File: config.mk
export PLATFORM = sky130hd
export DESIGN_NAME = rc_throttle_channel_normalizer
export DESIGN_NICKNAME = d
export VERILOG_FILES = /design/src/rtl/rctn_pkg.sv /design/src/rtl/rctn_div.sv /design/src/rtl/rc_throttle_channel_normalizer.sv
export SDC_FILE = /design/constraint.sdc
export NUM_CORES = 2
export LEC_CHECK = 0
export BUFFER_PORTS_ARGS = -buffer_cell sky130_fd_sc_hd__buf_4
export CAP_MARGIN = 10
export CORE_UTILIZATION = 50
export DETAILED_ROUTE_END_ITERATION = 8
export PLACE_DENSITY_LB_ADDON = 0.08
export SLEW_MARGIN = 40
export SYNTH_ARGS = -nofsm -noshare
export SYNTH_HDL_FRONTEND = slang
export SYNTH_SLANG_ARGS = --single-unit
File: constraint.sdc
create_clock -name clk -period 6.6 [get_ports clk]
set_input_delay 0.33 -clock clk [delete_from_list [all_inputs] [get_ports clk]]
set_output_delay 0.33 -clock clk [all_outputs]
set_load 0.01 [all_outputs]
File: src/rtl/rctn_pkg.sv
// ----------------------------------------------------------------------------
// rctn_pkg
// Shared types, register indexes and reset values for the throttle channel
// normalizer.
// ----------------------------------------------------------------------------
package rctn_pkg;

    // default width of the tracked samples
    localparam int SAMPLE_BITS_DEF = 16;

    // fixed field widths
    localparam int PULSE_W  = 16;
    localparam int CFG_W    = 16;
    localparam int CHANGE_W = 17;
    localparam int CIDX_W   = 3;

    // largest reported change magnitude
    localparam int CHANGE_LIMIT = 65535;

    // configuration register indexes
    typedef logic [CIDX_W-1:0] cfg_index_t;
    localparam cfg_index_t REG_MODE_RETURNING = 3'd0;
    localparam cfg_index_t REG_MIDDLE_POINT   = 3'd1;
    localparam cfg_index_t REG_DEAD_BAND      = 3'd2;
    localparam cfg_index_t REG_BOUND_SEED     = 3'd3;
    localparam cfg_index_t REG_OUT_FLOOR      = 3'd4;
    localparam cfg_index_t REG_OUT_CEILING    = 3'd5;

    // register reset values
    localparam logic              MODE_RETURNING_RST = 1'b1;
    localparam logic [CFG_W-1:0]  MIDDLE_POINT_RST   = 16'd1500;
    localparam logic [CFG_W-1:0]  DEAD_BAND_RST      = 16'd10;
    localparam logic [CFG_W-1:0]  BOUND_SEED_RST     = 16'd1500;
    localparam logic [CFG_W-1:0]  OUT_FLOOR_RST      = 16'd0;
    localparam logic [CFG_W-1:0]  OUT_CEILING_RST    = 16'd255;

    // input operation codes
    localparam logic OP_SAMPLE      = 1'b0;
    localparam logic OP_BOUND_RESET = 1'b1;

    // sequencer states
    typedef enum logic [3:0] {
        ST_IDLE,
        ST_PREP,
        ST_CHECK,
        ST_MUL,
        ST_DIV,
        ST_WAIT,
        ST_FINISH,
        ST_DONE
    } state_t;

endpackage

File: src/rtl/rctn_div.sv
// ----------------------------------------------------------------------------
// rctn_div
// Restoring unsigned divider, one quotient bit per cycle.
// ----------------------------------------------------------------------------
module rctn_div #(
    parameter int DIVIDEND_W = 32,
    parameter int DIVISOR_W  = 16
) (
    input  logic                  clk,
    input  logic                  rst_n,
    input  logic                  start,
    input  logic [DIVIDEND_W-1:0] dividend,
    input  logic [DIVISOR_W-1:0]  divisor,
    output logic                  done,
    output logic [DIVIDEND_W-1:0] quotient
);

    localparam int CNT_W = $clog2(DIVIDEND_W + 1);

    logic                  busy_reg;
    logic                  done_reg;
    logic [CNT_W-1:0]      cnt_reg;
    logic [DIVIDEND_W-1:0] quo_reg;
    logic [DIVISOR_W-1:0]  rem_reg;
    logic [DIVISOR_W-1:0]  dsr_reg;

    logic [DIVISOR_W:0]    trial;
    logic [DIVISOR_W:0]    trial_diff;
    logic                  qbit;
    logic [DIVISOR_W-1:0]  rem_next;

    // one trial subtraction per cycle
    always_comb
    begin
        trial      = {rem_reg, quo_reg[DIVIDEND_W-1]};
        trial_diff = trial - {1'b0, dsr_reg};
        qbit       = ~trial_diff[DIVISOR_W];
        rem_next   = qbit ? trial_diff[DIVISOR_W-1:0] : trial[DIVISOR_W-1:0];
    end

    // control
    always_ff @(posedge clk or negedge rst_n)
    begin
        if (!rst_n)
        begin
            busy_reg <= 1'b0;
            done_reg <= 1'b0;
            cnt_reg  <= '0;
        end
        else
        begin
            done_reg <= 1'b0;
            if (start)
            begin
                busy_reg <= 1'b1;
                cnt_reg  <= CNT_W'(DIVIDEND_W);
            end
            else if (busy_reg)
            begin
                cnt_reg <= cnt_reg - CNT_W'(1);
                if (cnt_reg == CNT_W'(1))
                begin
                    busy_reg <= 1'b0;
                    done_reg <= 1'b1;
                end
            end
        end
    end

    // datapath
    always_ff @(posedge clk)
    begin
        if (start)
        begin
            quo_reg <= dividend;
            rem_reg <= '0;
            dsr_reg <= divisor;
        end
        else if (busy_reg)
        begin
            quo_reg <= {quo_reg[DIVIDEND_W-2:0], qbit};
            rem_reg <= rem_next;
        end
    end

    assign done     = done_reg;
    assign quotient = quo_reg;

endmodule

File: src/rtl/rc_throttle_channel_normalizer.sv
// ----------------------------------------------------------------------------
// rc_throttle_channel_normalizer
// Tracks the span of raw receiver pulse widths and reports a scaled throttle
// change against the stick center or the range floor.
// ----------------------------------------------------------------------------
// Usage:
//   s_* beats carry a command: tuser 0 is a new sample in tdata, tuser 1 reloads
//   the tracked bounds from bound_seed. Every command gives exactly one m_* beat
//   with the signed change and the empty-range flag. cfg_wr_en/cfg_index/cfg_wdata
//   write the six registers; user's rule: only while idle, not enforced by the block.
// Sequencing:
//   s_tready is high only in the idle state; one command is in work at a time.
//   A bound reload goes from idle straight to the done state; an empty range
//   or a change inside the dead band first passes the prep and check states.
//   A scaled change runs each division through one shared restoring divider,
//   one quotient bit per cycle; there is one division in fixed mode and two in
//   returning mode, each with a PROD_W-bit quotient, PROD_W = max(SAMPLE_BITS,16) + 16.
//   The next command is taken in the idle state that follows the result load.
// Reset:
//   registers return to their defaults, bounds to the default seed, samples
//   to zero; no beat is pending.
// Stall:
//   the result sits in an output register; while it waits the next command
//   can be taken and computed, and it holds in the done state until the
//   output register frees.
// ----------------------------------------------------------------------------
module rc_throttle_channel_normalizer #(
    parameter int SAMPLE_BITS = rctn_pkg::SAMPLE_BITS_DEF
) (
    input  logic                     clk,
    input  logic                     rst_n,
    // command channel
    input  logic                     s_tvalid,
    output logic                     s_tready,
    input  logic [15:0]              s_tdata,   // [15:0] pulse_width
    input  logic                     s_tuser,   // [0] operation
    // result channel
    output logic                     m_tvalid,
    input  logic                     m_tready,
    output logic [23:0]              m_tdata,   // [16:0] throttle_change, [23:17] zero
    output logic                     m_tuser,   // [0] range_empty
    // configuration write port
    input  logic                     cfg_wr_en,
    input  rctn_pkg::cfg_index_t     cfg_index,
    input  logic [rctn_pkg::CFG_W-1:0] cfg_wdata
);

    import rctn_pkg::*;

    localparam int MAG_W  = (SAMPLE_BITS > PULSE_W) ? SAMPLE_BITS : PULSE_W;
    localparam int EXT_W  = MAG_W + 1;
    localparam int PROD_W = MAG_W + CFG_W;
    localparam int Q_W    = PROD_W + 1;
    localparam int DIFF_W = PROD_W + 2;

    localparam logic signed [DIFF_W-1:0] LIM_POS = DIFF_W'(CHANGE_LIMIT);
    localparam logic signed [DIFF_W-1:0] LIM_NEG = -DIFF_W'(CHANGE_LIMIT);
    localparam logic [SAMPLE_BITS-1:0]   SEED_RST_S = SAMPLE_BITS'(BOUND_SEED_RST);

    // configuration registers
    logic               mode_reg;
    logic [CFG_W-1:0]   middle_reg;
    logic [CFG_W-1:0]   dead_band_reg;
    logic [CFG_W-1:0]   seed_reg;
    logic [CFG_W-1:0]   floor_reg;
    logic [CFG_W-1:0]   ceiling_reg;

    // tracked state
    logic [SAMPLE_BITS-1:0] min_reg;
    logic [SAMPLE_BITS-1:0] max_reg;
    logic [SAMPLE_BITS-1:0] newest_reg;
    logic [SAMPLE_BITS-1:0] prev_reg;

    // sequencer
    state_t state_reg;
    state_t state_next;
    logic   phase_reg;

    // prepared operands
    logic               empty_reg;
    logic               pass_reg;
    logic [MAG_W-1:0]   n_off_reg;
    logic [MAG_W-1:0]   m_mag_reg;
    logic               m_neg_reg;
    logic [CFG_W-1:0]   os_mag_reg;
    logic               os_neg_reg;
    logic [PROD_W-1:0]  prod_reg;
    logic               prod_neg_reg;
    logic signed [Q_W-1:0] q1_reg;
    logic signed [Q_W-1:0] q2_reg;

    // result and output registers
    logic [CHANGE_W-1:0] res_change_reg;
    logic                res_empty_reg;
    logic                m_tvalid_reg;
    logic [CHANGE_W-1:0] m_change_reg;
    logic                m_empty_reg;

    // handshake and sequencer outputs
    logic in_accept;
    logic out_free;
    logic div_start;
    logic out_load;
    logic div_done;
    logic [PROD_W-1:0] div_quo;

    // sample and seed cut to the tracked width
    logic [MAG_W-1:0]       pw_ext;
    logic [MAG_W-1:0]       seed_ext;
    logic [SAMPLE_BITS-1:0] sample_s;
    logic [SAMPLE_BITS-1:0] seed_s;

    // prep arithmetic
    logic signed [EXT_W-1:0] n_e;
    logic signed [EXT_W-1:0] lo_e;
    logic signed [EXT_W-1:0] ref_e;
    logic signed [EXT_W-1:0] mid_e;
    logic signed [EXT_W-1:0] d_ref;
    logic signed [EXT_W-1:0] md;
    logic [EXT_W-1:0]        ad_ref;
    logic [EXT_W-1:0]        ad_md;
    logic signed [CFG_W:0]   os;
    logic [CFG_W:0]          os_abs;

    // multiply, quotient sign and final difference
    logic [MAG_W-1:0]        mul_a;
    logic [PROD_W-1:0]       mul_p;
    logic signed [Q_W-1:0]   q_signed;
    logic signed [DIFF_W-1:0] change_d;
    logic [CHANGE_W-1:0]     change_sat;

    assign pw_ext   = MAG_W'(s_tdata);
    assign seed_ext = MAG_W'(seed_reg);
    assign sample_s = pw_ext[SAMPLE_BITS-1:0];
    assign seed_s   = seed_ext[SAMPLE_BITS-1:0];

    assign in_accept = s_tvalid & s_tready;
    assign out_free  = ~m_tvalid_reg | m_tready;

    // configuration writes
    always_ff @(posedge clk or negedge rst_n)
    begin
        if (!rst_n)
        begin
            mode_reg      <= MODE_RETURNING_RST;
            middle_reg    <= MIDDLE_POINT_RST;
            dead_band_reg <= DEAD_BAND_RST;
            seed_reg      <= BOUND_SEED_RST;
            floor_reg     <= OUT_FLOOR_RST;
            ceiling_reg   <= OUT_CEILING_RST;
        end
        else if (cfg_wr_en)
        begin
            case (cfg_index)
                REG_MODE_RETURNING: mode_reg      <= cfg_wdata[0];
                REG_MIDDLE_POINT:   middle_reg    <= cfg_wdata;
                REG_DEAD_BAND:      dead_band_reg <= cfg_wdata;
                REG_BOUND_SEED:     seed_reg      <= cfg_wdata;
                REG_OUT_FLOOR:      floor_reg     <= cfg_wdata;
                REG_OUT_CEILING:    ceiling_reg   <= cfg_wdata;
                default:            ;
            endcase
        end
    end

    // bound tracking and sample history
    always_ff @(posedge clk or negedge rst_n)
    begin
        if (!rst_n)
        begin
            min_reg    <= SEED_RST_S;
            max_reg    <= SEED_RST_S;
            newest_reg <= '0;
            prev_reg   <= '0;
        end
        else if (in_accept)
        begin
            if (s_tuser == OP_BOUND_RESET)
            begin
                min_reg <= seed_s;
                max_reg <= seed_s;
            end
            else
            begin
                if (sample_s < min_reg)
                    min_reg <= sample_s;
                if (sample_s > max_reg)
                    max_reg <= sample_s;
                prev_reg   <= newest_reg;
                newest_reg <= sample_s;
            end
        end
    end

    // differences and dead band test
    always_comb
    begin
        n_e    = $signed({1'b0, MAG_W'(newest_reg)});
        lo_e   = $signed({1'b0, MAG_W'(min_reg)});
        mid_e  = $signed({1'b0, MAG_W'(middle_reg)});
        ref_e  = mode_reg ? mid_e : $signed({1'b0, MAG_W'(prev_reg)});
        d_ref  = n_e - ref_e;
        ad_ref = d_ref[EXT_W-1] ? EXT_W'(-d_ref) : EXT_W'(d_ref);
        md     = mid_e - lo_e;
        ad_md  = md[EXT_W-1] ? EXT_W'(-md) : EXT_W'(md);
        os     = $signed({1'b0, ceiling_reg}) - $signed({1'b0, floor_reg});
        os_abs = os[CFG_W] ? (CFG_W+1)'(-os) : (CFG_W+1)'(os);
    end

    // shared multiplier, operand picked by phase
    assign mul_a = phase_reg ? m_mag_reg : n_off_reg;
    assign mul_p = PROD_W'(mul_a) * PROD_W'(os_mag_reg);

    // signed quotient from the divider
    assign q_signed = prod_neg_reg ? -$signed({1'b0, div_quo}) : $signed({1'b0, div_quo});

    // difference of the two mapped values, saturated
    always_comb
    begin
        change_d = DIFF_W'(q1_reg) - DIFF_W'(q2_reg);
        if (change_d > LIM_POS)
            change_sat = LIM_POS[CHANGE_W-1:0];
        else if (change_d < LIM_NEG)
            change_sat = LIM_NEG[CHANGE_W-1:0];
        else
            change_sat = change_d[CHANGE_W-1:0];
    end

    // next state
    always_comb
    begin
        state_next = state_reg;
        case (state_reg)
            ST_IDLE:
            begin
                if (in_accept)
                    state_next = (s_tuser == OP_BOUND_RESET) ? ST_DONE : ST_PREP;
            end
            ST_PREP:   state_next = ST_CHECK;
            ST_CHECK:  state_next = (empty_reg || !pass_reg) ? ST_DONE : ST_MUL;
            ST_MUL:    state_next = ST_DIV;
            ST_DIV:    state_next = ST_WAIT;
            ST_WAIT:
            begin
                if (div_done)
                    state_next = (!phase_reg && mode_reg) ? ST_MUL : ST_FINISH;
            end
            ST_FINISH: state_next = ST_DONE;
            ST_DONE:
            begin
                if (out_free)
                    state_next = ST_IDLE;
            end
            default:   state_next = ST_IDLE;
        endcase
    end

    // sequencer outputs
    always_comb
    begin
        s_tready  = (state_reg == ST_IDLE);
        div_start = (state_reg == ST_DIV);
        out_load  = (state_reg == ST_DONE) && out_free;
    end

    always_ff @(posedge clk or negedge rst_n)
    begin
        if (!rst_n)
        begin
            state_reg <= ST_IDLE;
            phase_reg <= 1'b0;
        end
        else
        begin
            state_reg <= state_next;
            if (state_reg == ST_CHECK)
                phase_reg <= 1'b0;
            else if (state_reg == ST_WAIT && div_done)
                phase_reg <= 1'b1;
        end
    end

    // operand, product and quotient registers
    always_ff @(posedge clk)
    begin
        case (state_reg)
            ST_IDLE:
            begin
                res_change_reg <= '0;
                res_empty_reg  <= 1'b0;
            end
            ST_PREP:
            begin
                empty_reg  <= (max_reg == min_reg);
                pass_reg   <= (ad_ref[MAG_W-1:0] > MAG_W'(dead_band_reg));
                n_off_reg  <= MAG_W'(newest_reg - min_reg);
                m_mag_reg  <= ad_md[MAG_W-1:0];
                m_neg_reg  <= md[EXT_W-1];
                os_mag_reg <= os_abs[CFG_W-1:0];
                os_neg_reg <= os[CFG_W];
            end
            ST_CHECK:
            begin
                res_change_reg <= '0;
                res_empty_reg  <= empty_reg;
                q2_reg         <= '0;
            end
            ST_MUL:
            begin
                prod_reg     <= mul_p;
                prod_neg_reg <= phase_reg ? (m_neg_reg ^ os_neg_reg) : os_neg_reg;
            end
            ST_WAIT:
            begin
                if (div_done)
                begin
                    if (phase_reg)
                        q2_reg <= q_signed;
                    else
                        q1_reg <= q_signed;
                end
            end
            ST_FINISH:
            begin
                res_change_reg <= change_sat;
                res_empty_reg  <= 1'b0;
            end
            default: ;
        endcase
    end

    // shared divider
    rctn_div #(
        .DIVIDEND_W (PROD_W),
        .DIVISOR_W  (SAMPLE_BITS)
    ) u_div (
        .clk      (clk),
        .rst_n    (rst_n),
        .start    (div_start),
        .dividend (prod_reg),
        .divisor  (max_reg - min_reg),
        .done     (div_done),
        .quotient (div_quo)
    );

    // output register
    always_ff @(posedge clk or negedge rst_n)
    begin
        if (!rst_n)
            m_tvalid_reg <= 1'b0;
        else if (out_load)
            m_tvalid_reg <= 1'b1;
        else if (m_tready)
            m_tvalid_reg <= 1'b0;
    end

    always_ff @(posedge clk)
    begin
        if (out_load)
        begin
            m_change_reg <= res_change_reg;
            m_empty_reg  <= res_empty_reg;
        end
    end

    assign m_tvalid = m_tvalid_reg;
    assign m_tdata  = {7'd0, m_change_reg};
    assign m_tuser  = m_empty_reg;

endmodule

==> run metrics <==
status finished clean; top post-synthesis cells by area edfxtp_1 21%, fa_1 12%, ha_1 11%, dfrtp_1 9.0%, inv_1 4.7%; post-synth top area share 0.212; filler instances 5731; die width 260 um; Placed Cells 4311; CP endpoint kind register; Cell Rows 94; Core Area 65700 um2; crit path time final 6500 ps; post-synthesis sequential area ratio 0.342; most numerous cell in the Yosys netlist inv_1; most used cell, CP fa_1; 1st-iter DRT viols 1362; post-layout worst setup margin 104 ps; H-tree Lvls 2; # port buffers 60; Netlist Area Pre-Place 33300 um2; Final Skew 47.4 ps; vias 24.3k; Commonest cells post-synth 414 x inv_1, 397 x nand2_1, 284 x ha_1; TritonCTS Buffers 47; YS warnings 0; max-cap violations 0; Layout Cells excl Fill 4419; clk_lat worst skew 610 ps; vias in the first global route 25.1k; first-pass GRT wire length 134000 um; post-synth top area cell edfxtp_1; GR Util met1 0.326; FF+latch count, synth 409; CP max FO 7; fmax 154 MHz; WP data arrival 6890 ps; Worst path max stage delay 540 ps; mean post-synth cell area 9.88 um2; GP Congestion 0.914; # DRC 0; Async S/R FF share, synth 0.386; FF/Latch Area 11400 um2; # diodes 0; WL final 82900 um; DPL Wire Length 65700 um; effective utilization at floorplan 0.506; Die H 260 um; initial antenna violation count 2; CP startpoint kind register; Die ar. 67600 um2; multi-input combinational cell area 20400 um2; Worst path slowest cell fa_1; Hold Violations, Final 0; GR Util met3 0.0330; setup slack after placement -461 ps; Syn Inst Count 3367; drt wl/cell 18.8 um; Root Driver clkbuf_16; unrepaired setup endpoints after global routing yes; ANT nets after route 0; slew at the pin closest to its max-slew limit 797 ps; proportion of layout cells with a drive suffix above 1 0.153; EDFF count, synth 235; GR Overflow Total 0; largest net degree at the start of global routing 97; clk slew on worst S/H paths 60 ps; Most Crowded Layer GR met2; DR pass1 iterations 5; CTS tree done; critical path type register to register; worst endpoint required time 7000 ps; endpoints failing setup 0; period utilization 0.984; Slew Limit Fails 0; IO Count 68; Clock Path Buffers 3; Cell variety after synth 94; Worst Hold Class input pin to register; Slew HR 0.463; primary flip-flop cell chosen by synthesis mapping edfxtp_1; Overall Global Routing Usage 0.250; CTS Sinks 409; Layout Nets 4044; GR Util met2 0.425; Area growth syn-to-layout 13.2%; DR vias/cell 5.51
per-stage QoR:
stage / TNS (ps) / instance area, um2 / util / hold slack [ps]
finish: 0 / 37600 / 0.573 / 40.9
global placement: -1280 / 35400 / 0.538 / 402
floorplan: 0 / 33300 / - / 34.4
global route: -362 / 37600 / 0.573 / 12.8
detailed placement: -2390 / 35400 / 0.539 / 405
CTS: -7.49 / 37300 / 0.567 / 0.609
routing by layer:
metal / up-vias / part of all wire
li1: 11800 / -
met1: 11900 / 0.44
met2: 489 / 0.48
met3: 157 / 0.038
met4: 0 / 0.036
met5: - / 0
cells in the final DEF, fill, tap and decap left out, types with 15 or more instances in the layout:
cell type | netlist | routed
nand3_1 | 64 | 60
dfxtp_1 | 16 | 16
nor2b_1 | 25 | 25
inv_1 | 414 | 399
edfxtp_1 | 235 | 235
nor2_1 | 148 | 147
buf_4 | 7 | 190
or4_1 | 15 | 15
and3_1 | 37 | 34
dfstp_2 | 39 | 39
a21oi_1 | 114 | 105
ha_1 | 284 | 273
dfrtp_1 | 119 | 118
or3_1 | 23 | 22
a21o_1 | 45 | 45
nand4_1 | 23 | 23
mux2i_1 | 61 | 61
fa_1 | 201 | 195
mux2_2 | 100 | 90
a31oi_1 | 23 | 22
o31ai_1 | 24 | 22
nand2b_1 | 21 | 21
nor3_1 | 86 | 84
nand2_1 | 397 | 392
o21ai_0 | 128 | 125
a21boi_0 | 15 | 15
and2_1 | 165 | 156
o21a_1 | 32 | 32
xor2_1 | 49 | 49
clkbuf_16 | 0 | 47
a211oi_1 | 22 | 20
xnor2_1 | 138 | 138
inv_2 | 0 | 15
worst paths after layout:
kind                               startpoint  cells after the start                to  slack [ps]
hold / removal                     s_tdata[2]                      2     newest_reg[2]          40
max in group asynchronous               rst_n                      3         phase_reg        5360
min in group asynchronous               rst_n                      2      seed_ext[11]         230
hold reg to reg            res_change_reg[12]                      0  m_change_reg[12]         390
setup / recovery                    phase_reg                     25      prod_reg[31]         100
setup reg to reg                    phase_reg                     25      prod_reg[31]         100
cell families (layout without fill, tap and decap cells):
| group | Yosys count | count (layout) | share of synthesized area |
|---|---|---|---|
| buffers and inverters | 527 | 709 | 0.0617 |
| and+or+nand+nor | 1056 | 1056 | 0.155 |
| adders and majority gates | 485 | 485 | 0.228 |
| xor gates and xnor gates | 187 | 187 | 0.0492 |
| muxes | 161 | 161 | 0.0522 |
| DFF | 409 | 409 | 0.342 |
| AOI/OAI and AO/OA | 541 | 541 | 0.112 |
| other | 1 | 7 | 0.000113 |
what timing repair did:
| action | CTS | global route |
|---|---|---|
| buffers inserted | 10 | 9 |
| hold buffers | 3 | 0 |
| endpoints found under the hold margin | 76 | 0 |
| setup endpoints to repair | 9 | 10 |
| pin swaps | 25 | 74 |
| gates resized for setup | 43 | 64 |
final cells by class:
type,instances,share of cell area
clock buffers,65,0.0354
inverters,415,0.0414
well taps,864,0.0287
multi-input cells,2437,0.541
flip-flops and latches,409,0.302
repair buffers,208,0.0450
clock inverters,21,0.00602
critical path: cells and delay by family, from the launching register on:
kind | cells | cell delay (ps)
multiplexers | 1 | 300
AO/OA/AOI/OAI | 5 | 1010
buffers and inverters | 7 | 630
flip-flops | 1 | 470
AND/OR/NAND/NOR | 5 | 660
adder cells (fa/ha/maj) | 7 | 3240
Power is left out: the tool's default activity adds up to more than one toggle a clock period on the data nets, which glitch-free logic cannot reach.
